## config.mk

```make
export PLATFORM = sky130hd
export DESIGN_NAME = smtp_address_extractor
export DESIGN_NICKNAME = d
export VERILOG_FILES = /design/src/sv/sae_pkg.sv /design/src/sv/sae_ctrl.sv /design/src/sv/sae_dp.sv /design/src/sv/smtp_address_extractor.sv
export SDC_FILE = /design/constraint.sdc
export NUM_CORES = 1
export LEC_CHECK = 0
export BUFFER_PORTS_ARGS = -buffer_cell sky130_fd_sc_hd__buf_2
export CAP_MARGIN = 15
export CORE_UTILIZATION = 55
export CTS_BUF_LIST = sky130_fd_sc_hd__clkbuf_16
export DETAILED_ROUTE_END_ITERATION = 6
export PLACE_DENSITY = 0.78
export SYNTH_ARGS = -nofsm -noshare
export SYNTH_HDL_FRONTEND = slang
export SYNTH_SLANG_ARGS = --single-unit
```

## constraint.sdc

```tcl
create_clock -name clk -period 4.8 [get_ports clk]
set_input_delay 0.48 -clock clk [delete_from_list [all_inputs] [get_ports clk]]
set_output_delay 0.48 -clock clk [all_outputs]
set_load 0.01 [all_outputs]
```

## src/sv/sae_pkg.sv

```systemverilog
// Shared types, constants and helper functions of the SMTP address extractor.
// Used by sae_ctrl, sae_dp and smtp_address_extractor; depends on nothing else.
package sae_pkg;

  // Default size of the address buffer, in bytes.
  localparam int ADDRESS_LEN_DEF = 32;

  // Reset value of the SMTP port register.
  localparam logic [15:0] SMTP_PORT_RST = 16'd25;

  // Characters that the collector and the trimmer look for.
  localparam logic [7:0] CH_CR    = 8'h0D;
  localparam logic [7:0] CH_LF    = 8'h0A;
  localparam logic [7:0] CH_NUL   = 8'h00;
  localparam logic [7:0] CH_SPACE = 8'h20;
  localparam logic [7:0] CH_LT    = 8'h3C;
  localparam logic [7:0] CH_GT    = 8'h3E;

  // Command prefixes in lower case, left aligned in 80 bits, first character on top.
  localparam logic [79:0] PFX_MAIL  = "mail from:";
  localparam logic [79:0] PFX_RCPT  = {"rcpt to:", 16'h0000};
  localparam logic [79:0] PFX_RESET = {"reset", 40'h0000000000};

  // Command codes on the result channel.
  localparam logic [1:0] OUT_SENDER    = 2'd0;
  localparam logic [1:0] OUT_RECIPIENT = 2'd1;
  localparam logic [1:0] OUT_RESET     = 2'd2;

  // Prefix that has been matched in the current packet.
  typedef enum logic [1:0] {
    MC_NONE,
    MC_MAIL,
    MC_RCPT,
    MC_RESET
  } match_t;

  // What the accepted last byte of a packet asks for.
  typedef enum logic [1:0] {
    END_NONE,
    END_ADDR,
    END_RESET
  } end_t;

  // Address source for the buffer read port.
  typedef enum logic [1:0] {
    RD_BEG,
    RD_LAST,
    RD_EMIT
  } rd_sel_t;

  // Controller states.
  typedef enum logic [3:0] {
    ST_RUN,
    ST_LEAD_RD,
    ST_LEAD_CHK,
    ST_TRAIL_RD,
    ST_TRAIL_CHK,
    ST_BR_RD_B,
    ST_BR_CHK_B,
    ST_BR_RD_E,
    ST_BR_CHK_E,
    ST_EM_START,
    ST_EM_RD,
    ST_EM_OUT,
    ST_EM_EMPTY,
    ST_RST_OUT
  } state_t;

  // Commands from the controller to the datapath.
  typedef struct packed {
    logic    take;
    rd_sel_t rd_sel;
    logic    beg_inc;
    logic    end_dec;
    logic    pos_clr;
    logic    load_byte;
    logic    load_empty;
    logic    load_reset;
  } dp_cmd_t;

  // Status from the datapath to the controller.
  typedef struct packed {
    end_t end_kind;
    logic beg_lt_end;
    logic span_gt1;
    logic rd_space;
    logic rd_lt;
    logic rd_gt;
    logic out_free;
    logic emit_last;
  } dp_stat_t;

  // Fold upper-case letters to lower case.
  function automatic logic [7:0] fold_case(input logic [7:0] c);
    logic [7:0] r;
    r = c;
    if (c >= 8'h41 && c <= 8'h5A) begin
      r = c + 8'h20;
    end
    return r;
  endfunction

  // Length of prefix k (0 MAIL, 1 RCPT, 2 RESET).
  function automatic logic [3:0] prefix_size(input logic [1:0] k);
    logic [3:0] r;
    case (k)
      2'd0:    r = 4'd10;
      2'd1:    r = 4'd8;
      2'd2:    r = 4'd5;
      default: r = 4'd0;
    endcase
    return r;
  endfunction

  // Character p of prefix k; positions past the prefix read as zero.
  function automatic logic [7:0] prefix_char(input logic [1:0] k, input logic [3:0] p);
    logic [79:0] txt;
    logic [79:0] sh;
    case (k)
      2'd0:    txt = PFX_MAIL;
      2'd1:    txt = PFX_RCPT;
      2'd2:    txt = PFX_RESET;
      default: txt = '0;
    endcase
    sh = txt << {p, 3'b000};
    return sh[79:72];
  endfunction

endpackage

```

## src/sv/sae_ctrl.sv

```systemverilog
// Controller of the SMTP address extractor: sequences byte intake, trimming and emission.
// Depends on sae_pkg; drives sae_dp through dp_cmd_t and watches dp_stat_t.
module sae_ctrl
  import sae_pkg::*;
(
  input  logic     clk,
  input  logic     rst_n,
  input  logic     in_tvalid,
  output logic     in_tready,
  input  dp_stat_t stat,
  output dp_cmd_t  cmd
);

  state_t state_r;
  state_t state_nxt;

  // State register.
  always_ff @(posedge clk) begin
    if (!rst_n) begin
      state_r <= ST_RUN;
    end else begin
      state_r <= state_nxt;
    end
  end

  // Next state.
  always_comb begin
    state_nxt = state_r;
    unique case (state_r)
      ST_RUN: begin
        if (in_tvalid) begin
          if (stat.end_kind == END_ADDR) begin
            state_nxt = ST_LEAD_RD;
          end else if (stat.end_kind == END_RESET) begin
            state_nxt = ST_RST_OUT;
          end
        end
      end
      ST_LEAD_RD:   state_nxt = stat.beg_lt_end ? ST_LEAD_CHK : ST_TRAIL_RD;
      ST_LEAD_CHK:  state_nxt = stat.rd_space ? ST_LEAD_RD : ST_TRAIL_RD;
      ST_TRAIL_RD:  state_nxt = stat.beg_lt_end ? ST_TRAIL_CHK : ST_BR_RD_B;
      ST_TRAIL_CHK: state_nxt = stat.rd_space ? ST_TRAIL_RD : ST_BR_RD_B;
      ST_BR_RD_B:   state_nxt = stat.span_gt1 ? ST_BR_CHK_B : ST_EM_START;
      ST_BR_CHK_B:  state_nxt = stat.rd_lt ? ST_BR_RD_E : ST_EM_START;
      ST_BR_RD_E:   state_nxt = ST_BR_CHK_E;
      ST_BR_CHK_E:  state_nxt = ST_EM_START;
      ST_EM_START:  state_nxt = stat.beg_lt_end ? ST_EM_RD : ST_EM_EMPTY;
      ST_EM_RD:     state_nxt = ST_EM_OUT;
      ST_EM_OUT: begin
        if (stat.out_free) begin
          state_nxt = stat.emit_last ? ST_RUN : ST_EM_RD;
        end
      end
      ST_EM_EMPTY: begin
        if (stat.out_free) begin
          state_nxt = ST_RUN;
        end
      end
      ST_RST_OUT: begin
        if (stat.out_free) begin
          state_nxt = ST_RUN;
        end
      end
      default: state_nxt = ST_RUN;
    endcase
  end

  // Commands to the datapath.
  always_comb begin
    cmd       = '0;
    cmd.rd_sel = RD_BEG;
    in_tready = 1'b0;
    unique case (state_r)
      ST_RUN: begin
        in_tready = 1'b1;
        cmd.take  = in_tvalid;
      end
      ST_LEAD_RD:   cmd.rd_sel = RD_BEG;
      ST_LEAD_CHK:  cmd.beg_inc = stat.rd_space;
      ST_TRAIL_RD:  cmd.rd_sel = RD_LAST;
      ST_TRAIL_CHK: cmd.end_dec = stat.rd_space;
      ST_BR_RD_B:   cmd.rd_sel = RD_BEG;
      ST_BR_CHK_B:  cmd.rd_sel = RD_BEG;
      ST_BR_RD_E:   cmd.rd_sel = RD_LAST;
      ST_BR_CHK_E: begin
        cmd.beg_inc = stat.rd_gt;
        cmd.end_dec = stat.rd_gt;
      end
      ST_EM_START:  cmd.pos_clr = 1'b1;
      ST_EM_RD:     cmd.rd_sel = RD_EMIT;
      ST_EM_OUT: begin
        // Keep the read address steady so the data holds while the output waits.
        cmd.rd_sel    = RD_EMIT;
        cmd.load_byte = stat.out_free;
      end
      ST_EM_EMPTY:  cmd.load_empty = stat.out_free;
      ST_RST_OUT:   cmd.load_reset = stat.out_free;
      default:      cmd.rd_sel = RD_BEG;
    endcase
  end

endmodule

```

## src/sv/sae_dp.sv

```systemverilog
// Datapath of the SMTP address extractor: packet filter, prefix matcher, address buffer,
// trim pointers and output register. Depends on sae_pkg; steered by sae_ctrl.
module sae_dp
  import sae_pkg::*;
#(
  parameter int ADDRESS_LEN = ADDRESS_LEN_DEF
) (
  input  logic        clk,
  input  logic        rst_n,
  input  logic        cfg_we,
  input  logic [15:0] cfg_data,
  input  logic [39:0] in_tdata,
  input  logic [1:0]  in_tuser,
  input  logic        in_tlast,
  input  dp_cmd_t     cmd,
  output dp_stat_t    stat,
  output logic        out_tvalid,
  input  logic        out_tready,
  output logic [23:0] out_tdata,
  output logic [1:0]  out_tuser,
  output logic        out_tlast
);

  localparam int W  = $clog2(ADDRESS_LEN + 1);
  localparam int AW = $clog2(ADDRESS_LEN);
  localparam int XW = W + 6;

  // Input fields.
  logic [7:0]  in_byte;
  logic        in_first;
  logic        in_tcp;
  logic [15:0] in_sport;
  logic [15:0] in_dport;

  assign in_byte  = in_tdata[7:0];
  assign in_sport = in_tdata[23:8];
  assign in_dport = in_tdata[39:24];
  assign in_first = in_tuser[0];
  assign in_tcp   = in_tuser[1];

  // Configuration and per-packet state.
  logic [15:0]  port_r;
  logic         acc_r, acc_e;
  logic [3:0]   ppos_r, ppos_e, ppos_nxt;
  logic [2:0]   cand_r, cand_e, cand_nxt;
  match_t       match_r, match_e, match_nxt;
  logic [W-1:0] fill_r, fill_e, fill_nxt;
  logic         closed_r, closed_e, closed_nxt;
  logic         wr_en;
  logic [7:0]   low_byte;
  logic [2:0]   alive;
  end_t         end_kind;

  // Trim and emit pointers.
  logic [W-1:0]  beg_r, end_r, pos_r;
  logic [W-1:0]  len_w, end_m1, emit_addr, pos_p1;
  logic [1:0]    ecmd_r;
  logic [AW-1:0] rd_addr;
  logic [7:0]    rd_data_r;
  logic [7:0]    mem [ADDRESS_LEN];
  logic [XW-1:0] pos_x, len_x;

  // Output register.
  logic       out_valid_r;
  logic [1:0] out_cmd_r;
  logic [7:0] out_byte_r;
  logic [4:0] out_pos_r;
  logic [5:0] out_len_r;
  logic       out_last_r;
  logic       load_any;

  // Port register.
  always_ff @(posedge clk) begin
    if (!rst_n) begin
      port_r <= SMTP_PORT_RST;
    end else if (cfg_we) begin
      port_r <= cfg_data;
    end
  end

  // Packet start, prefix matching and address collection for one byte.
  always_comb begin
    acc_e    = acc_r;
    ppos_e   = ppos_r;
    cand_e   = cand_r;
    match_e  = match_r;
    fill_e   = fill_r;
    closed_e = closed_r;
    if (in_first) begin
      acc_e    = in_tcp && (in_sport == port_r || in_dport == port_r);
      ppos_e   = '0;
      cand_e   = 3'b111;
      match_e  = MC_NONE;
      fill_e   = '0;
      closed_e = 1'b0;
    end
    ppos_nxt   = ppos_e;
    cand_nxt   = cand_e;
    match_nxt  = match_e;
    fill_nxt   = fill_e;
    closed_nxt = closed_e;
    wr_en      = 1'b0;
    low_byte   = fold_case(in_byte);
    alive      = '0;
    if (acc_e) begin
      if (match_e == MC_NONE) begin
        for (int k = 0; k < 3; k++) begin
          if (cand_e[k] && ppos_e < prefix_size(2'(k)) &&
              low_byte == prefix_char(2'(k), ppos_e)) begin
            alive[k] = 1'b1;
          end
        end
        cand_nxt = alive;
        ppos_nxt = (ppos_e == 4'hF) ? ppos_e : ppos_e + 4'd1;
        for (int k = 0; k < 3; k++) begin
          if (alive[k] && ppos_nxt == prefix_size(2'(k))) begin
            match_nxt = match_t'(2'(k + 1));
          end
        end
      end else if (match_e == MC_MAIL || match_e == MC_RCPT) begin
        if (!closed_e && fill_e < W'(ADDRESS_LEN)) begin
          if (in_byte == CH_CR || in_byte == CH_LF || in_byte == CH_NUL) begin
            closed_nxt = 1'b1;
          end else begin
            wr_en    = 1'b1;
            fill_nxt = fill_e + 1'b1;
            if (in_byte == CH_GT) begin
              closed_nxt = 1'b1;
            end
          end
        end
      end
    end
  end

  // Per-packet state registers; the last byte of a packet clears them.
  always_ff @(posedge clk) begin
    if (!rst_n) begin
      acc_r    <= 1'b0;
      ppos_r   <= '0;
      cand_r   <= 3'b111;
      match_r  <= MC_NONE;
      fill_r   <= '0;
      closed_r <= 1'b0;
    end else if (cmd.take) begin
      if (in_tlast) begin
        acc_r    <= 1'b0;
        ppos_r   <= '0;
        cand_r   <= 3'b111;
        match_r  <= MC_NONE;
        fill_r   <= '0;
        closed_r <= 1'b0;
      end else begin
        acc_r    <= acc_e;
        ppos_r   <= ppos_nxt;
        cand_r   <= cand_nxt;
        match_r  <= match_nxt;
        fill_r   <= fill_nxt;
        closed_r <= closed_nxt;
      end
    end
  end

  // Kind of work the accepted last byte leaves behind.
  always_comb begin
    end_kind = END_NONE;
    if (acc_e && in_tlast) begin
      case (match_nxt)
        MC_MAIL, MC_RCPT: end_kind = END_ADDR;
        MC_RESET:         end_kind = END_RESET;
        default:          end_kind = END_NONE;
      endcase
    end
  end

  // Trim window and emit position.
  always_ff @(posedge clk) begin
    if (cmd.take && in_tlast) begin
      beg_r  <= '0;
      end_r  <= fill_nxt;
      ecmd_r <= (match_nxt == MC_RCPT) ? OUT_RECIPIENT : OUT_SENDER;
    end else begin
      if (cmd.beg_inc) begin
        beg_r <= beg_r + 1'b1;
      end
      if (cmd.end_dec) begin
        end_r <= end_m1;
      end
    end
    if (cmd.pos_clr) begin
      pos_r <= '0;
    end else if (cmd.load_byte) begin
      pos_r <= pos_p1;
    end
  end

  assign len_w     = end_r - beg_r;
  assign end_m1    = end_r - 1'b1;
  assign emit_addr = beg_r + pos_r;
  assign pos_p1    = pos_r + 1'b1;

  // Read address selection.
  always_comb begin
    case (cmd.rd_sel)
      RD_LAST: rd_addr = end_m1[AW-1:0];
      RD_EMIT: rd_addr = emit_addr[AW-1:0];
      default: rd_addr = beg_r[AW-1:0];
    endcase
  end

  // Address buffer: one write port for collection, one registered read port.
  always_ff @(posedge clk) begin
    if (cmd.take && wr_en) begin
      mem[fill_e[AW-1:0]] <= in_byte;
    end
    rd_data_r <= mem[rd_addr];
  end

  // Status to the controller.
  assign stat.end_kind   = end_kind;
  assign stat.beg_lt_end = (len_w != '0);
  assign stat.span_gt1   = (len_w > W'(1));
  assign stat.rd_space   = (rd_data_r == CH_SPACE);
  assign stat.rd_lt      = (rd_data_r == CH_LT);
  assign stat.rd_gt      = (rd_data_r == CH_GT);
  assign stat.out_free   = !out_valid_r || out_tready;
  assign stat.emit_last  = (pos_p1 == len_w);

  assign pos_x    = XW'(pos_r);
  assign len_x    = XW'(len_w);
  assign load_any = cmd.load_byte || cmd.load_empty || cmd.load_reset;

  // Output valid flag.
  always_ff @(posedge clk) begin
    if (!rst_n) begin
      out_valid_r <= 1'b0;
    end else if (load_any) begin
      out_valid_r <= 1'b1;
    end else if (out_tready) begin
      out_valid_r <= 1'b0;
    end
  end

  // Output payload.
  always_ff @(posedge clk) begin
    if (cmd.load_byte) begin
      out_cmd_r  <= ecmd_r;
      out_byte_r <= rd_data_r;
      out_pos_r  <= pos_x[4:0];
      out_len_r  <= len_x[5:0];
      out_last_r <= stat.emit_last;
    end else if (cmd.load_empty || cmd.load_reset) begin
      out_cmd_r  <= cmd.load_reset ? OUT_RESET : ecmd_r;
      out_byte_r <= '0;
      out_pos_r  <= '0;
      out_len_r  <= '0;
      out_last_r <= 1'b1;
    end
  end

  assign out_tvalid = out_valid_r;
  assign out_tdata  = {5'b00000, out_len_r, out_pos_r, out_byte_r};
  assign out_tuser  = out_cmd_r;
  assign out_tlast  = out_last_r;

endmodule

```

## src/sv/smtp_address_extractor.sv

```systemverilog
// Top level of the SMTP address extractor: stream ports, configuration port and checks.
// Depends on sae_pkg, sae_ctrl and sae_dp.
//
// The block takes one TCP payload byte per cycle while it collects a packet, keeps only
// packets whose source or destination port equals the port register, and recognizes the
// "MAIL From:", "RCPT To:" and "RESET" prefixes in any case. When the last byte of a packet
// with an address arrives, input is held off while the address is trimmed and sent out:
// the address buffer has a single read port, so each trim step reads a byte and then checks
// it. Leading and trailing spaces are stripped one at a time, then an enclosing pair of
// angle brackets is checked and stripped; emission is set up and each address byte is then
// read and loaded into the output register, waiting while the result channel holds off.
// A RESET packet gives a single result. Results wait in an output register, so input
// resumes as soon as the last result of a packet is loaded.
module smtp_address_extractor
  import sae_pkg::*;
#(
  parameter int ADDRESS_LEN = ADDRESS_LEN_DEF
) (
  input  logic        clk,
  input  logic        rst_n,
  // Configuration: smtp_port.
  input  logic        cfg_valid,
  output logic        cfg_ready,
  input  logic [15:0] cfg_data,
  // Payload bytes.
  input  logic        in_tvalid,
  output logic        in_tready,
  input  logic [39:0] in_tdata,   // payload_byte[7:0], source_port[23:8], dest_port[39:24]
  input  logic [1:0]  in_tuser,   // first_byte[0], is_tcp[1]
  input  logic        in_tlast,   // last_byte
  // Address results.
  output logic        out_tvalid,
  input  logic        out_tready,
  output logic [23:0] out_tdata,  // address_byte[7:0], byte_position[12:8],
                                  // address_length[18:13], zero[23:19]
  output logic [1:0]  out_tuser,  // command[1:0]
  output logic        out_tlast   // last_result
);

  dp_cmd_t  cmd;
  dp_stat_t stat;

  // The port register is always writable.
  assign cfg_ready = 1'b1;

  // Controller.
  sae_ctrl u_ctrl (
    .clk      (clk),
    .rst_n    (rst_n),
    .in_tvalid(in_tvalid),
    .in_tready(in_tready),
    .stat     (stat),
    .cmd      (cmd)
  );

  // Datapath.
  sae_dp #(
    .ADDRESS_LEN(ADDRESS_LEN)
  ) u_dp (
    .clk       (clk),
    .rst_n     (rst_n),
    .cfg_we    (cfg_valid),
    .cfg_data  (cfg_data),
    .in_tdata  (in_tdata),
    .in_tuser  (in_tuser),
    .in_tlast  (in_tlast),
    .cmd       (cmd),
    .stat      (stat),
    .out_tvalid(out_tvalid),
    .out_tready(out_tready),
    .out_tdata (out_tdata),
    .out_tuser (out_tuser),
    .out_tlast (out_tlast)
  );

`ifndef ASSERT_OFF
  // A reset request is a single, empty, final result.
  a_reset_result: assert property (@(posedge clk) disable iff (!rst_n)
    out_tvalid && out_tuser == OUT_RESET |-> out_tlast && out_tdata[18:0] == 19'd0)
    else $error("reset result is not a lone empty transaction");

  // Every result but the last of an address lies inside the address.
  a_pos_in_len: assert property (@(posedge clk) disable iff (!rst_n)
    out_tvalid && !out_tlast && ADDRESS_LEN <= 32 |->
      {1'b0, out_tdata[12:8]} < out_tdata[18:13])
    else $error("byte position beyond address length");

  // Input is held off from the cycle after a transaction that starts an address burst or a reset result.
  a_hold_input: assert property (@(posedge clk) disable iff (!rst_n)
    in_tvalid && in_tready && stat.end_kind != END_NONE |=> !in_tready)
    else $error("input accepted while address burst is pending");
`endif

endmodule
```

# Yosys cells after proc, flatten, opt, wreduce, memory -nomap -nowiden
# Memory sizes are Yosys's and may differ from the RTL's. A register that Yosys moved wholly into a read port is not among the register bits.
# Cells that the tools add are included.
# word_totals
ff_bits,80
ram_bits,256
in_bits,64
out_inout_bits,30
word_cells,220
memories,1
# op_classes
addsub,8
magnitude_cmp,7
n_eq_ne,42
n_shift,3
muxes,104
reduce_logical,37
# mem_list
memory,depth,word_bits,read_ports,rd_ports_with_merged_regs,write_ports,line_no,rtl
u_dp.mem,32,8,1,1,1,sae_dp.sv:60,logic [7:0] mem [ADDRESS_LEN];
# ops
operator,count
$mux 80,6
$shl 80x7->80,3
$mux 4,19
$mux 6,11
$pmux 4 s13,1
$mux 1,39
$eq 16x16->1,2
$eq 8x6->1 const B,4
$eq 4x4->1 const B,7
$eq 8x8->1,3
$mux 2,12
$mux 8,3
$add 6x1->6 const B,3
$mux 3,6
$eq 4x3->1 const B,4
$eq 8x4->1 const B,2
$logic_and 1x1->1,15
$eq 4x4->1,3
$lt 4x4->1,3
$eq 2x2->1 const B,5
$mux 5,2
$pmux 5 s2,1
$add 8x6->8 const B,1
$eq 2x1->1 const B,4
other kinds (25),42

# Logic depth before layout (Yosys ltp)
# Gate-level depths: netlist of run 1.
# logic_depth
word_depth,26
depth_mapped,20
depth_no_buf,17

# Hierarchy
# A second synthesis of run 1 with hierarchy kept.
# unflattened
cells_unflattened,1163
area_unflattened_um2,16333.2
# by_module_without_submodules
mod,instances,cells_each,area_each_um2
sae_dp,1,1080,15680.0
sae_ctrl,1,81,641.9
smtp_address_extractor,1,2,11.3

# Worst setup path after synthesis of run 1
# Ideal clock, no wire load.
# synth_timing
kind,in2reg
startpoint,in in_tuser[0]
endpoint,reg u_ctrl.state_r[0]
setup_ns,0.115
arrival_time_ns,4.067
required_ns,4.685
path_slack_ns,0.618
cell_stages,19
path_buffers,3
cell_sequence,buf_4 > inv_1 > buf_1 > nand2_1 > inv_1 > ha_1 > clkbuf_1 > nor4bb_1 > nor4_1 > xnor2_1 > nor3_2 > nand4_1 > or2_0 > a311o_2 > ha_1 > xor2_1 > a41oi_1 > nor2_1 > o21a_1
# synth_between
elab_chain_len,21
# synth_lines
item,line_no,rtl
start: declaration,smtp_address_extractor.sv:29,"input logic [1:0] in_tuser,"
$mux 4,sae_dp.sv:89,if (in_first) begin
$shl 80x7->80 or $lt 4x4->1 (tied branches),"sae_pkg.sv:125, sae_dp.sv:108",
$eq 8x8->1 or $logic_and 1x1->1 (tied branches),"sae_dp.sv:109, sae_dp.sv:108",
$logic_and 1x1->1,sae_dp.sv:108,if (cand_e[k] && ppos_e < prefix_size(2'(k)) &&
$mux 1,sae_dp.sv:108,
$mux 1,sae_dp.sv:106,if (match_e == MC_NONE) begin
$mux 1,sae_dp.sv:105,if (acc_e) begin
$logic_and 1x1->1,sae_dp.sv:116,if (alive[k] && ppos_nxt == prefix_size(2'(k))) begin
[5 not listed],n/a,
$eq 2x1->1 or $eq 2x2->1 (tied branches),sae_dp.sv:168,case (match_nxt)
$reduce_or 2->1,sae_dp.sv:168,
$pmux 2 s2,sae_dp.sv:168,
$mux 2 (*),sae_dp.sv:167,if (acc_e && in_tlast) begin
$eq 2x1->1,sae_ctrl.sv:32,if (stat.end_kind == END_ADDR) begin
$mux 4,sae_ctrl.sv:32,
$mux 4,sae_ctrl.sv:31,if (in_tvalid) begin
$pmux 4 s13,sae_ctrl.sv:29,unique case (state_r)
end signal: assignment,sae_ctrl.sv:22,state_r <= state_nxt;
end: declaration,sae_ctrl.sv:14,state_t state_r;
# Mark *: on every way between the ends. The rest lies on a longest branch, timed or not. The select of a mux whose other input is x is not followed.
# A chain may end at the register's enable or synchronous reset.

# Worst setup path in the final report of run 1
# layout_timing
startpoint,reg u_dp.ppos_r[1]
endpoint,reg u_ctrl.state_r[2]
# layout_between
elab_chain_len,21
# layout_lines
item,line_no,rtl
start: declaration,sae_dp.sv:44,"logic [3:0] ppos_r, ppos_e, ppos_nxt;"
start signal: assignment,sae_dp.sv:155,ppos_r <= ppos_nxt;
$mux 4 (*),sae_dp.sv:89,
$shl 80x7->80 or $lt 4x4->1 (tied branches),"sae_pkg.sv:125, sae_dp.sv:108",
$eq 8x8->1 or $logic_and 1x1->1 (tied branches),"sae_dp.sv:109, sae_dp.sv:108",
$logic_and 1x1->1,sae_dp.sv:108,
$mux 1,sae_dp.sv:108,
$mux 1,sae_dp.sv:106,
$mux 1,sae_dp.sv:105,
$logic_and 1x1->1,sae_dp.sv:116,
[5 not listed],n/a,
$eq 2x1->1 or $eq 2x2->1 (tied branches),sae_dp.sv:168,
$reduce_or 2->1,sae_dp.sv:168,
$pmux 2 s2 (*),sae_dp.sv:168,
$mux 2 (*),sae_dp.sv:167,
$eq 2x1->1,sae_ctrl.sv:32,
$mux 4,sae_ctrl.sv:32,
$mux 4,sae_ctrl.sv:31,
$pmux 4 s13,sae_ctrl.sv:29,
# Marked as above.

==> results of run 1 <==
==> power by group through the flow <==
stage          registers (mW)  logic (mW)  clock network [mW]
2_1_floorplan            3.42       0.764                   0
3_3_place_gp             3.44        1.09                   0
3_5_place_dp             3.44        1.11                   0
4_1_cts                  3.38        1.12                2.73
5_1_grt                  3.39        1.22                2.85
6_report                 3.38        1.13                2.70
==> layout by cell type, fill, tap and decap left out, drive strengths merged, types with 6 or more instances in the layout <==
master  Yosys  routed
and2       20      20
mux2i      72      72
o21ai      24      24
dfxtp      58      58
nand2b      9       9
conb        2       6
nor4       13      13
xor2       58      58
edfxtp    285     285
clkinv      0      12
buf        33     123
nand4      14      14
o31ai       7       7
a21oi      34      34
inv        29      41
mux2        9       9
nor2b      19      19
xnor2      24      24
clkbuf     30      38
ha         31      31
nand2      61      61
a31oi      13      13
mux4       64      64
nor3       17      17
and3       10      10
nor2      102     102
or4         6       6
nand3      20      20
==> worst paths after layout <==
check                           end  slack (ns)  depth (start not counted)            from
setup / recovery  u_ctrl.state_r[2]        0.76                         15  u_dp.ppos_r[1]
hold / removal       u_dp.port_r[0]        0.20                          3     cfg_data[0]
setup reg to reg  u_ctrl.state_r[2]        0.76                         15  u_dp.ppos_r[1]
hold reg to reg      u_dp.fill_r[1]        0.49                          2  u_dp.fill_r[1]
==> cell type report <==
cell class,count,share of cell area [%]
clock buffer,38,5.207
timing repair buffer,123,4.042
multi-input combinational,718,33.16
clock inverter,27,1.103
sequential,343,53.22
tap,384,2.631
inverter,29,0.6098
antenna,2,0.02741
==> tightest hold or removal path, stage by stage <==
cell     delay, ns
buf_2         0.08
mux2i_1       0.06
nand2_1       0.06
==> sequential cells by signal, indices dropped and copies added, names as in the netlist, 2 cells and up <==
name             cells
u_ctrl.state_r       4
u_dp.beg_r           6
u_dp.cand_r          3
u_dp.end_r           6
u_dp.fill_r          6
u_dp.match_r         2
u_dp.mem           256
u_dp.out_byte_r      8
u_dp.out_len_r       6
u_dp.out_pos_r       5
u_dp.out_tuser       2
u_dp.port_r         16
u_dp.pos_r           6
u_dp.ppos_r          4
u_dp.rd_data_r       8
==> per-layer routing <==
layer	share of wire [%]	up-vias	track usage [%]
li1	-	4573	-
met1	43	5018	35.27
met2	48	398	39.77
met3	6.7	67	3.136
met4	2.4	0	7.706
met5	0	-	0
==> cells by family (layout without fill, tap and decap cells) <==
family / count (synthesis) / in the layout / share of synthesized area, %
other cells: 2 / 8 / 0.04657
xor+xnor: 82 / 82 / 4.453
flops: 343 / 343 / 60.27
buf+inv: 92 / 217 / 2.537
mux: 145 / 145 / 14.06
simple gates: 315 / 315 / 9.970
fa+ha+maj: 33 / 33 / 2.653
compound gates: 137 / 137 / 6.013
==> stage by stage <==
stage / hold WS, ns / instance area, um2 / util, %
2_1_floorplan: 0.4473 / 16140 / -
5_1_grt: 0.2042 / 18260 / 63.43
3_5_place_dp: 0.4825 / 17090 / 59.38
6_report: 0.1980 / 18260 / 63.45
4_1_cts: 0.1830 / 18240 / 63.38
3_3_place_gp: 0.4735 / 17090 / 59.38
==> run metrics, run 1 <==
Unique masters post-synth=82; CP Max Fanout=9; share of layout cells above drive strength 1=20.81%; crit-path cells=nand2_1 -> inv_1 -> ha_1 -> nor4bb_1 -> nor4_1 -> xnor2_1 -> nor3_2 -> nand4_1 -> or2_0 -> a311o_2 -> ha_1 -> xor2_1 -> a41oi_1 -> nand3b_1 -> a211oi_1; critical path arrival=4.47 ns; Comb power frac=15.6%; Final Non-Filler Cells=1,664; H-tree levels=2; Post-CTS Setup Inserts=0; grt ovf=0; Slew Viols, Final=0; Max Fclk=247.3 MHz; Power Dens Cells=395.0 nW/um2; number of port buffers=87; vias in the first global route=10,070; sequential share of power=46.9%; minimum clock period=4.043 ns; via count=10,060; crit share post-route=84.23%; Seq. cell area=9719 um2; normalized max-slew margin=24.98%; Worst Path Buf+Inv=1; HPWL Detailed=23,670 um; Lkg Pwr=6.367 nW; drt first pass iters=6; Mapped Area=16,130 um2; biggest cell delay along the critical path=0.46 ns; Crit-path slowest cell=nor4bb_1; Max VDD drop=222.0 uV; Clock Latency Late Sink=0.52 ns; delay-heaviest family, CP=simple AND/OR/NAND/NOR gates; I/O Pins=94; count leader, synth=edfxtp_1; pre-CTS setup slack=0.6107 ns; P_sw=1.864 mW; Synth area leader=edfxtp_1; post-CTS sizing=0; Synth top area share=53.07%; Internal=5.349 mW; area of the multi-input gates=6055 um2; Setup crit end kind=flop; GRT Total Usage=24.67%; root cell of the clock tree=clkbuf_16; clock power share=37.5%; first-pass GRT wire length=57,390 um; Clock Tree Buf Depth=3; final setup vio count=0; number of CTS-inserted buffers=36; antenna violations before repair=2; synthesized flop and latch total=343; CTS tree=done; Starting Density=56.03%; CTS sink count=343; slack of the critical path=0.7569 ns; Final nets=1,348; dpl cells=1,596; DRT antenna net count=0; Worst setup SP type=flop; sequential share of the synthesized area=60.27%; drt total wl=36,160 um; row cnt=62; CP required=5.23 ns; Tot Pwr=7.213 mW; largest net degree at the start of global routing=65; Hold Fails Final Rpt=0; Slew @ Worst Pin=1.117 ns; Avg Inst Size Synth=14.04 um2; top post-synthesis cells by count=edfxtp_1 (285), nor2_1 (102), mux2i_1 (72); Synth area leaders=edfxtp_1 (53%), mux4_2 (8.9%), dfxtp_1 (7.2%); routed len/inst=21.73 um; Crit path top cell by count=ha_1; Main synth FF type=edfxtp_1; Hold Path Class=in2reg; Post-CTS Hold Buffers=0; Via density=6.043; Post-route DRC=0; Die H=173.2 um; RSZ-0062 raised after global routing=false; sw frac=25.84%; reported max-cap violation count=0; setup_tns=0 ns; Core Box Area=28,780 um2; Syn-to-layout area delta=13.24%; Yosys warning total=0; DR iter-0 viols=994; Worst Skew=0.01746 ns; CTS clk-pin slew, worst paths=0.06 ns; Crit Path Category=reg2reg; placer congestion estimate=0.9037; Post-synth EDFFs=285; fill count=2,057; Mapped Cells=1,149; status=completed; ys async rst share=0%; die area=30,010 um2; die width=173.2 um
Note: power is estimated with default switching activity, not from simulation.
==> run 2, diff against run 1 <==
ABC_AREA = 1   (was unset)
PLACE_DENSITY = 0.81   (was 0.78)
clock period = 3.58 ns   (was 4.8 ns; I/O delays follow)
==> run metrics, run 2 <==
status=finished with violations (was completed); failing checks=DRC; clock power share=37.6% (was 37.5%); Crit Path Category=reg2reg (unchanged); Slew Viols, Final=0 (unchanged); first-pass GRT wire length=63,760 um (was 57,390 um); Max Fclk=312.4 MHz (was 247.3 MHz); Mapped Cells=1,829 (was 1,149); number of port buffers=87 (unchanged); Core Box Area=29,950 um2 (was 28,780 um2); Antenna Cells=0 (was 2); delay-heaviest family, CP=buffers and inverters (was simple AND/OR/NAND/NOR gates); Syn-to-layout area delta=12.38% (was 13.24%); Final Core Density=63.32% (was 63.45%); count leader, synth=nand2_1 (was edfxtp_1); Lkg Pwr=7.780 nW (was 6.367 nW); Clock Tree Buf Depth=3 (unchanged); hold path cells=3 (unchanged); commonest cells after routing, fill and taps aside=nand2_1 (540), edfxtp_1 (285), inv_1 (185), nor2_1 (185), nand3_1 (118) (was edfxtp_1 (285), nor2_1 (101), buf_2 (87), mux2i_1 (72), mux4_2 (64)); H-tree levels=2 (unchanged); crit share post-route=89.41% (was 84.23%); biggest cell delay along the critical path=0.41 ns (was 0.46 ns); normalized max-slew margin=49.52% (was 24.98%); minimum clock period=3.201 ns (was 4.043 ns); sequential share of the synthesized area=57.58% (was 60.27%); grt ovf=0 (unchanged); Main synth FF type=edfxtp_1 (unchanged); Max VDD drop=350.5 uV (was 222.0 uV); Synth area leaders=edfxtp_1 (51%), nand2_1 (12%), dfxtp_1 (6.9%) (was edfxtp_1 (53%), mux4_2 (8.9%), dfxtp_1 (7.2%)); Levels on crit path=14 (was 15); Mapped Area=16,880 um2 (was 16,130 um2); Via density=5.619 (was 6.043); DRT antenna net count=0 (unchanged); critical path arrival=3.59 ns (was 4.47 ns); drt first pass iters=7 (was 6); fill count=2,330 (was 2,057); Power Dens Cells=450.4 nW/um2 (was 395.0 nW/um2); Setup crit end kind=flop (unchanged); R2R setup slack=0.38 ns (was 0.76 ns); DR iter-0 viols=1,467 (was 994); Worst Path Buf+Inv=4 (was 1); vias in the first global route=12,620 (was 10,070); via count=13,260 (was 10,060); CTS tree=done (unchanged); Synth area leader=edfxtp_1 (unchanged); Die H=177.2 um (was 173.2 um); P_sw=2.089 mW (was 1.864 mW); r2r endpoint=u_dp.rd_data_r[5] (was u_ctrl.state_r[2]); setup_tns=0 ns (unchanged); Crit-path slowest cell=o211ai_1 (was nor4bb_1); number of CTS-inserted buffers=35 (was 36); CTS sink count=343 (unchanged); largest net degree at the start of global routing=129 (was 65); Internal=6.454 mW (was 5.349 mW); placer congestion estimate=0.9193 (was 0.9037); Hold Path Class=in2reg (unchanged); CTS clk-pin slew, worst paths=0.05 ns (was 0.06 ns); r2r startpoint=u_ctrl.state_r[0] (was u_dp.ppos_r[1]); Yosys warning total=0 (unchanged); crit-path cells=nand2_1 -> nor2_1 -> inv_1 -> ha_1 -> inv_2 -> nand3_1 -> nand2_4 -> clkinv_2 -> buf_12 -> nor2_1 -> a2bb2oi_1 -> o21ai_0 -> o211ai_1 -> nand2_1 (was nand2_1 -> inv_1 -> ha_1 -> nor4bb_1 -> nor4_1 -> xnor2_1 -> nor3_2 -> nand4_1 -> or2_0 -> a311o_2 -> ha_1 -> xor2_1 -> a41oi_1 -> nand3b_1 -> a211oi_1); Slew @ Worst Pin=0.7564 ns (was 1.117 ns); sequential share of power=52.4% (was 46.9%); Final nets=2,044 (was 1,348); CP endpoint=u_dp.rd_data_r[5] (was u_ctrl.state_r[2]); RSZ-0062 raised after global routing=false (unchanged); drt total wl=40,430 um (was 36,160 um); share of layout cells above drive strength 1=13.31% (was 20.81%); antenna violations before repair=0 (was 2); synthesized flop and latch total=343 (unchanged); reported max-cap violation count=0 (unchanged); routed len/inst=17.14 um (was 21.73 um); Synth top area share=50.70% (was 53.07%); Post-synth EDFFs=285 (unchanged); CP Max Fanout=35 (was 9); HPWL Detailed=27,220 um (was 23,670 um); root cell of the clock tree=clkbuf_16 (unchanged); Worst setup SP type=flop (unchanged); Final Non-Filler Cells=2,359 (was 1,664); critical path startpoint=u_ctrl.state_r[0] (was u_dp.ppos_r[1]); dpl cells=2,300 (was 1,596); Worst Skew=0.02702 ns (was 0.01746 ns); Hold Fails Final Rpt=0 (unchanged); Post-route DRC=1 (was 0); Starting Density=56.35% (was 56.03%); area of the multi-input gates=6052 um2 (was 6055 um2); I/O Pins=94 (unchanged); ys async rst share=0% (unchanged); Post-CTS Setup Inserts=0 (unchanged); CP required=3.97 ns (was 5.23 ns); number of flip-flops in the largest register=256 (unchanged); die area=31,390 um2 (was 30,010 um2); Comb power frac=10.1% (was 15.6%); Reg2Reg Depth=14 (was 15); row cnt=63 (was 62); slack of the critical path=0.3791 ns (was 0.7569 ns); die width=177.2 um (was 173.2 um); pre-CTS setup slack=0.3421 ns (was 0.6107 ns); top post-synthesis cells by count=nand2_1 (541), edfxtp_1 (285), nor2_1 (187) (was edfxtp_1 (285), nor2_1 (102), mux2i_1 (72)); Unique masters post-synth=57 (was 82); Seq. cell area=9719 um2 (unchanged); sw frac=24.46% (was 25.84%); GRT Total Usage=25.92% (was 24.67%); commonest non-fill, non-tap cell in the layout=nand2_1 (was edfxtp_1); final setup vio count=0 (unchanged); Clock Latency Late Sink=0.52 ns (about the same); Avg Inst Size Synth=9.228 um2 (was 14.04 um2)
==> run 2: cell types whose count changed after synthesis, sizes merged, moves of 26 or more <==
cell,delta
nor2,+94
nand3,+100
o21ai,+29
a21oi,+61
mux2i,-72
nand2,+493
a32oi,+40
mux4,-64
buf,+26
xor2,-41
inv,+165
==> run 2: routing by layer <==
layer / GRT usage, % / part of all wire [%] / up-vias
li1: - / - / 6382
met1: 33.99 / 40 / 6202
met2: 44.21 / 50 / 584
met3: 3.458 / 7.8 / 88
met4: 8.800 / 2.6 / 0
met5: 0 / 0 / -
==> run 2: power groups by stage <==
stage | sequential [mW] | combinational [mW] | clock, mW
5_1_grt | 4.48 | 0.965 | 3.40
3_3_place_gp | 4.55 | 0.817 | 0
3_5_place_dp | 4.56 | 0.841 | 0
2_1_floorplan | 4.53 | 0.586 | 0
4_1_cts | 4.47 | 0.850 | 3.25
6_report | 4.47 | 0.860 | 3.21
==> run 2: how the worst min path moves through the flow <==
stage / start / to / slack [ns]
global placement: u_dp.fill_r[5] / u_dp.fill_r[5] / 0.45
floorplan: u_dp.cand_r[0] / u_dp.cand_r[0] / 0.44
finish: cfg_data[4] / u_dp.port_r[4] / 0.08
global route: cfg_data[3] / u_dp.port_r[3] / 0.09
detailed placement: u_dp.fill_r[5] / u_dp.fill_r[5] / 0.46
CTS: cfg_data[4] / u_dp.port_r[4] / 0.07
==> run 2: cell type report <==
type / count / area share [%]
Clock buffer: 35 / 4.617
Sequential cell: 343 / 51.24
Inverter: 194 / 3.846
Clock inverter: 24 / 0.6069
Timing Repair Buffer: 154 / 5.211
Tap cell: 390 / 2.573
Multi-Input combinational cell: 1219 / 31.91
==> run 2: metrics by stage <==
stage	hold slack, ns	total power [mW]	area, um2
after global routing	0.08616	8.844	18970
after CTS	0.06922	8.573	18970
final	0.08224	8.543	18970
after detailed placement	0.4579	5.397	17970
after global placement	0.4532	5.371	17970
after floorplan	0.4398	5.120	16890
==> run 2: logic make-up (layout without fill, tap and decap cells) <==
group / after synthesis / in the layout / share of synthesized area, %
compound gates: 246 / 246 / 9.452
buf+inv: 271 / 407 / 6.812
flops: 343 / 343 / 57.58
fa+ha+maj: 33 / 33 / 2.535
xor+xnor: 22 / 22 / 1.142
simple gates: 912 / 912 / 22.43
other cells: 2 / 6 / 0.04449
==> run 2: tightest hold or removal path, stage by stage <==
cell and delay, ns:
buf_2 0.08, a21oi_1 0.05, o21ai_0 0.06
==> run 2: repair_timing <==
action | in CTS | in global routing
hold buffers | 0 | 0
setup endpoints to repair | 0 | 4
resized for setup | 0 | 1
==> run 3, diff against run 2 <==
CORE_UTILIZATION = 49   (was 55)
PLACE_DENSITY = 0.71   (was 0.81)
clock period = 3.5 ns   (was 3.58 ns; I/O delays follow)
==> run metrics, run 3 (synthesis gave the netlist of run 2 again) <==
Slew @ Worst Pin=0.7359 ns (was 0.7564 ns); number of flip-flops in the largest register=256 (unchanged); Core Box Area=33,700 um2 (was 29,950 um2); via count=13,000 (was 13,260); Die H=187.6 um (was 177.2 um); DR iter-0 viols=949 (was 1,467); die width=187.6 um (was 177.2 um); Seq. cell area=9721 um2 (was 9719 um2); die area=35,190 um2 (was 31,390 um2); RSZ-0062 raised after global routing=false (unchanged); Clock Tree Buf Depth=3 (unchanged); GRT Total Usage=23.01% (was 25.92%); crit share post-route=92.08% (was 89.41%); hold path cells=3 (unchanged); CTS clk-pin slew, worst paths=0.05 ns (about the same); minimum clock period=3.223 ns (was 3.201 ns); critical path startpoint=u_ctrl.state_r[0] (unchanged); commonest cells after routing, fill and taps aside=nand2_1 (540), edfxtp_1 (285), nor2_1 (184), inv_1 (183), nand3_1 (118) (was nand2_1 (540), edfxtp_1 (285), inv_1 (185), nor2_1 (185), nand3_1 (118)); area of the multi-input gates=6060 um2 (was 6052 um2); antenna violations before repair=0 (unchanged); final setup vio count=0 (unchanged); Max VDD drop=352.3 uV (was 350.5 uV); drt first pass iters=5 (was 7); Crit Path Category=reg2reg (unchanged); CTS tree=done (unchanged); final instance area=19,210 um2 (was 18,970 um2); Worst Skew=0.01323 ns (was 0.02702 ns); CTS sink count=343 (unchanged); Placement Cell Area=18,100 um2 (was 17,970 um2); Final nets=2,051 (was 2,044); CP required=3.95 ns (was 3.97 ns); number of port buffers=87 (unchanged); reported max-cap violation count=0 (unchanged); Hold Path Class=in2reg (unchanged); normalized max-slew margin=50.88% (was 49.52%); row cnt=67 (was 63); I/O Pins=94 (unchanged); share of layout cells above drive strength 1=13.83% (was 13.31%); Syn-to-layout area delta=13.80% (was 12.38%); first-pass GRT wire length=64,280 um (was 63,760 um); Via density=5.353 (was 5.619); Worst Hold Launch=cfg_data[0] (was cfg_data[4]); H-tree levels=2 (unchanged); number of CTS-inserted buffers=37 (was 35); Setup crit end kind=flop (unchanged); fill count=2,921 (was 2,330); status=completed (was finished with violations); Power Dens Cells=469.2 nW/um2 (was 450.4 nW/um2); grt ovf=0 (unchanged); largest net degree at the start of global routing=73 (was 129); placer congestion estimate=0.8910 (was 0.9193); drt total wl=40,130 um (was 40,430 um); Antenna Cells=0 (unchanged); DRT antenna net count=0 (unchanged); Post-route DRC=0 (was 1); setup_tns=0 ns (unchanged); vias in the first global route=12,440 (was 12,620); Reg2Reg Depth=14 (unchanged); Lkg Pwr=7.851 nW (was 7.780 nW); Clock Latency Late Sink=0.53 ns (was 0.52 ns); commonest non-fill, non-tap cell in the layout=nand2_1 (unchanged); r2r startpoint=u_ctrl.state_r[0] (unchanged); CP Max Fanout=24 (was 35); critical path arrival=3.67 ns (was 3.59 ns); root cell of the clock tree=clkbuf_16 (unchanged); HPWL Detailed=27,690 um (was 27,220 um); Worst setup SP type=flop (unchanged); Starting Density=50.09% (was 56.35%); routed len/inst=16.52 um (was 17.14 um); Hold Fails Final Rpt=0 (unchanged); Slew Viols, Final=0 (unchanged); Max Fclk=310.3 MHz (was 312.4 MHz)
-- run 3: repair_timing --
item,4_1_cts,5_1_grt
endpoints found under the hold margin,0,0
resized for setup,0,7
endpoints found under the setup margin,0,4
buffers inserted,0,0
hold buffers,0,0
-- run 3: through the flow --
stage	total power [mW]	hold slack, ns	util (%)	std cells	setup WS (ns)
2_1_floorplan	5.237	0.4398	-	1833	0.4716
3_3_place_gp	5.512	0.4535	53.70	2363	0.1511
3_5_place_dp	5.529	0.4561	53.70	2363	0.1372
4_1_cts	9.069	0.04233	56.97	2429	0.2471
5_1_grt	9.352	0.04796	57.00	2429	0.02698
6_report	9.013	0.05721	57.00	2429	0.2773
-- run 3: routing by layer --
metal	vias up	wire (um)	track usage, %
met5	-	0	0
met2	409	19340	39.43
li1	6412	-	-
met3	85	2483	3.107
met4	0	1178	8.161
met1	6097	17130	29.86
-- run 3: final timing paths --
check / endpoint / slack, ns
worst max-delay path: u_dp.rd_data_r[5] / 0.28
worst min register to register: u_dp.fill_r[5] / 0.47
worst min-delay path: u_dp.port_r[0] / 0.06
worst max register to register: u_dp.rd_data_r[5] / 0.28
-- run 3: layout make-up --
cell class / count / share of cell area, %
clock buffer: 37 / 4.820
clock inverter: 29 / 0.9054
inverter: 194 / 3.798
multi-input combinational: 1219 / 31.55
sequential: 343 / 50.61
tap: 448 / 2.918
timing repair buffer: 159 / 5.406
-- run 3: where the power goes --
part | internal (mW) | switching [mW] | total, mW
Sequential | 4.50 | 0.0761 | 4.57
Clock | 2.06 | 1.51 | 3.56
Combinational | 0.291 | 0.585 | 0.876
Total | 6.85 | 2.17 | 9.01
-- run 3: worst max-delay path, cell delays in order (launching register included) --
cell,delay (ns)
dfxtp_1,0.39
nand2_1,0.15
nor2_1,0.22
inv_1,0.07
ha_1,0.40
inv_2,0.12
o21ai_4,0.57
buf_12,0.26
a21oi_1,0.06
a32oi_1,0.26
nand2_1,0.08
a31oi_1,0.18
o21ai_0,0.13
buf_4,0.16
nand2_1,0.08
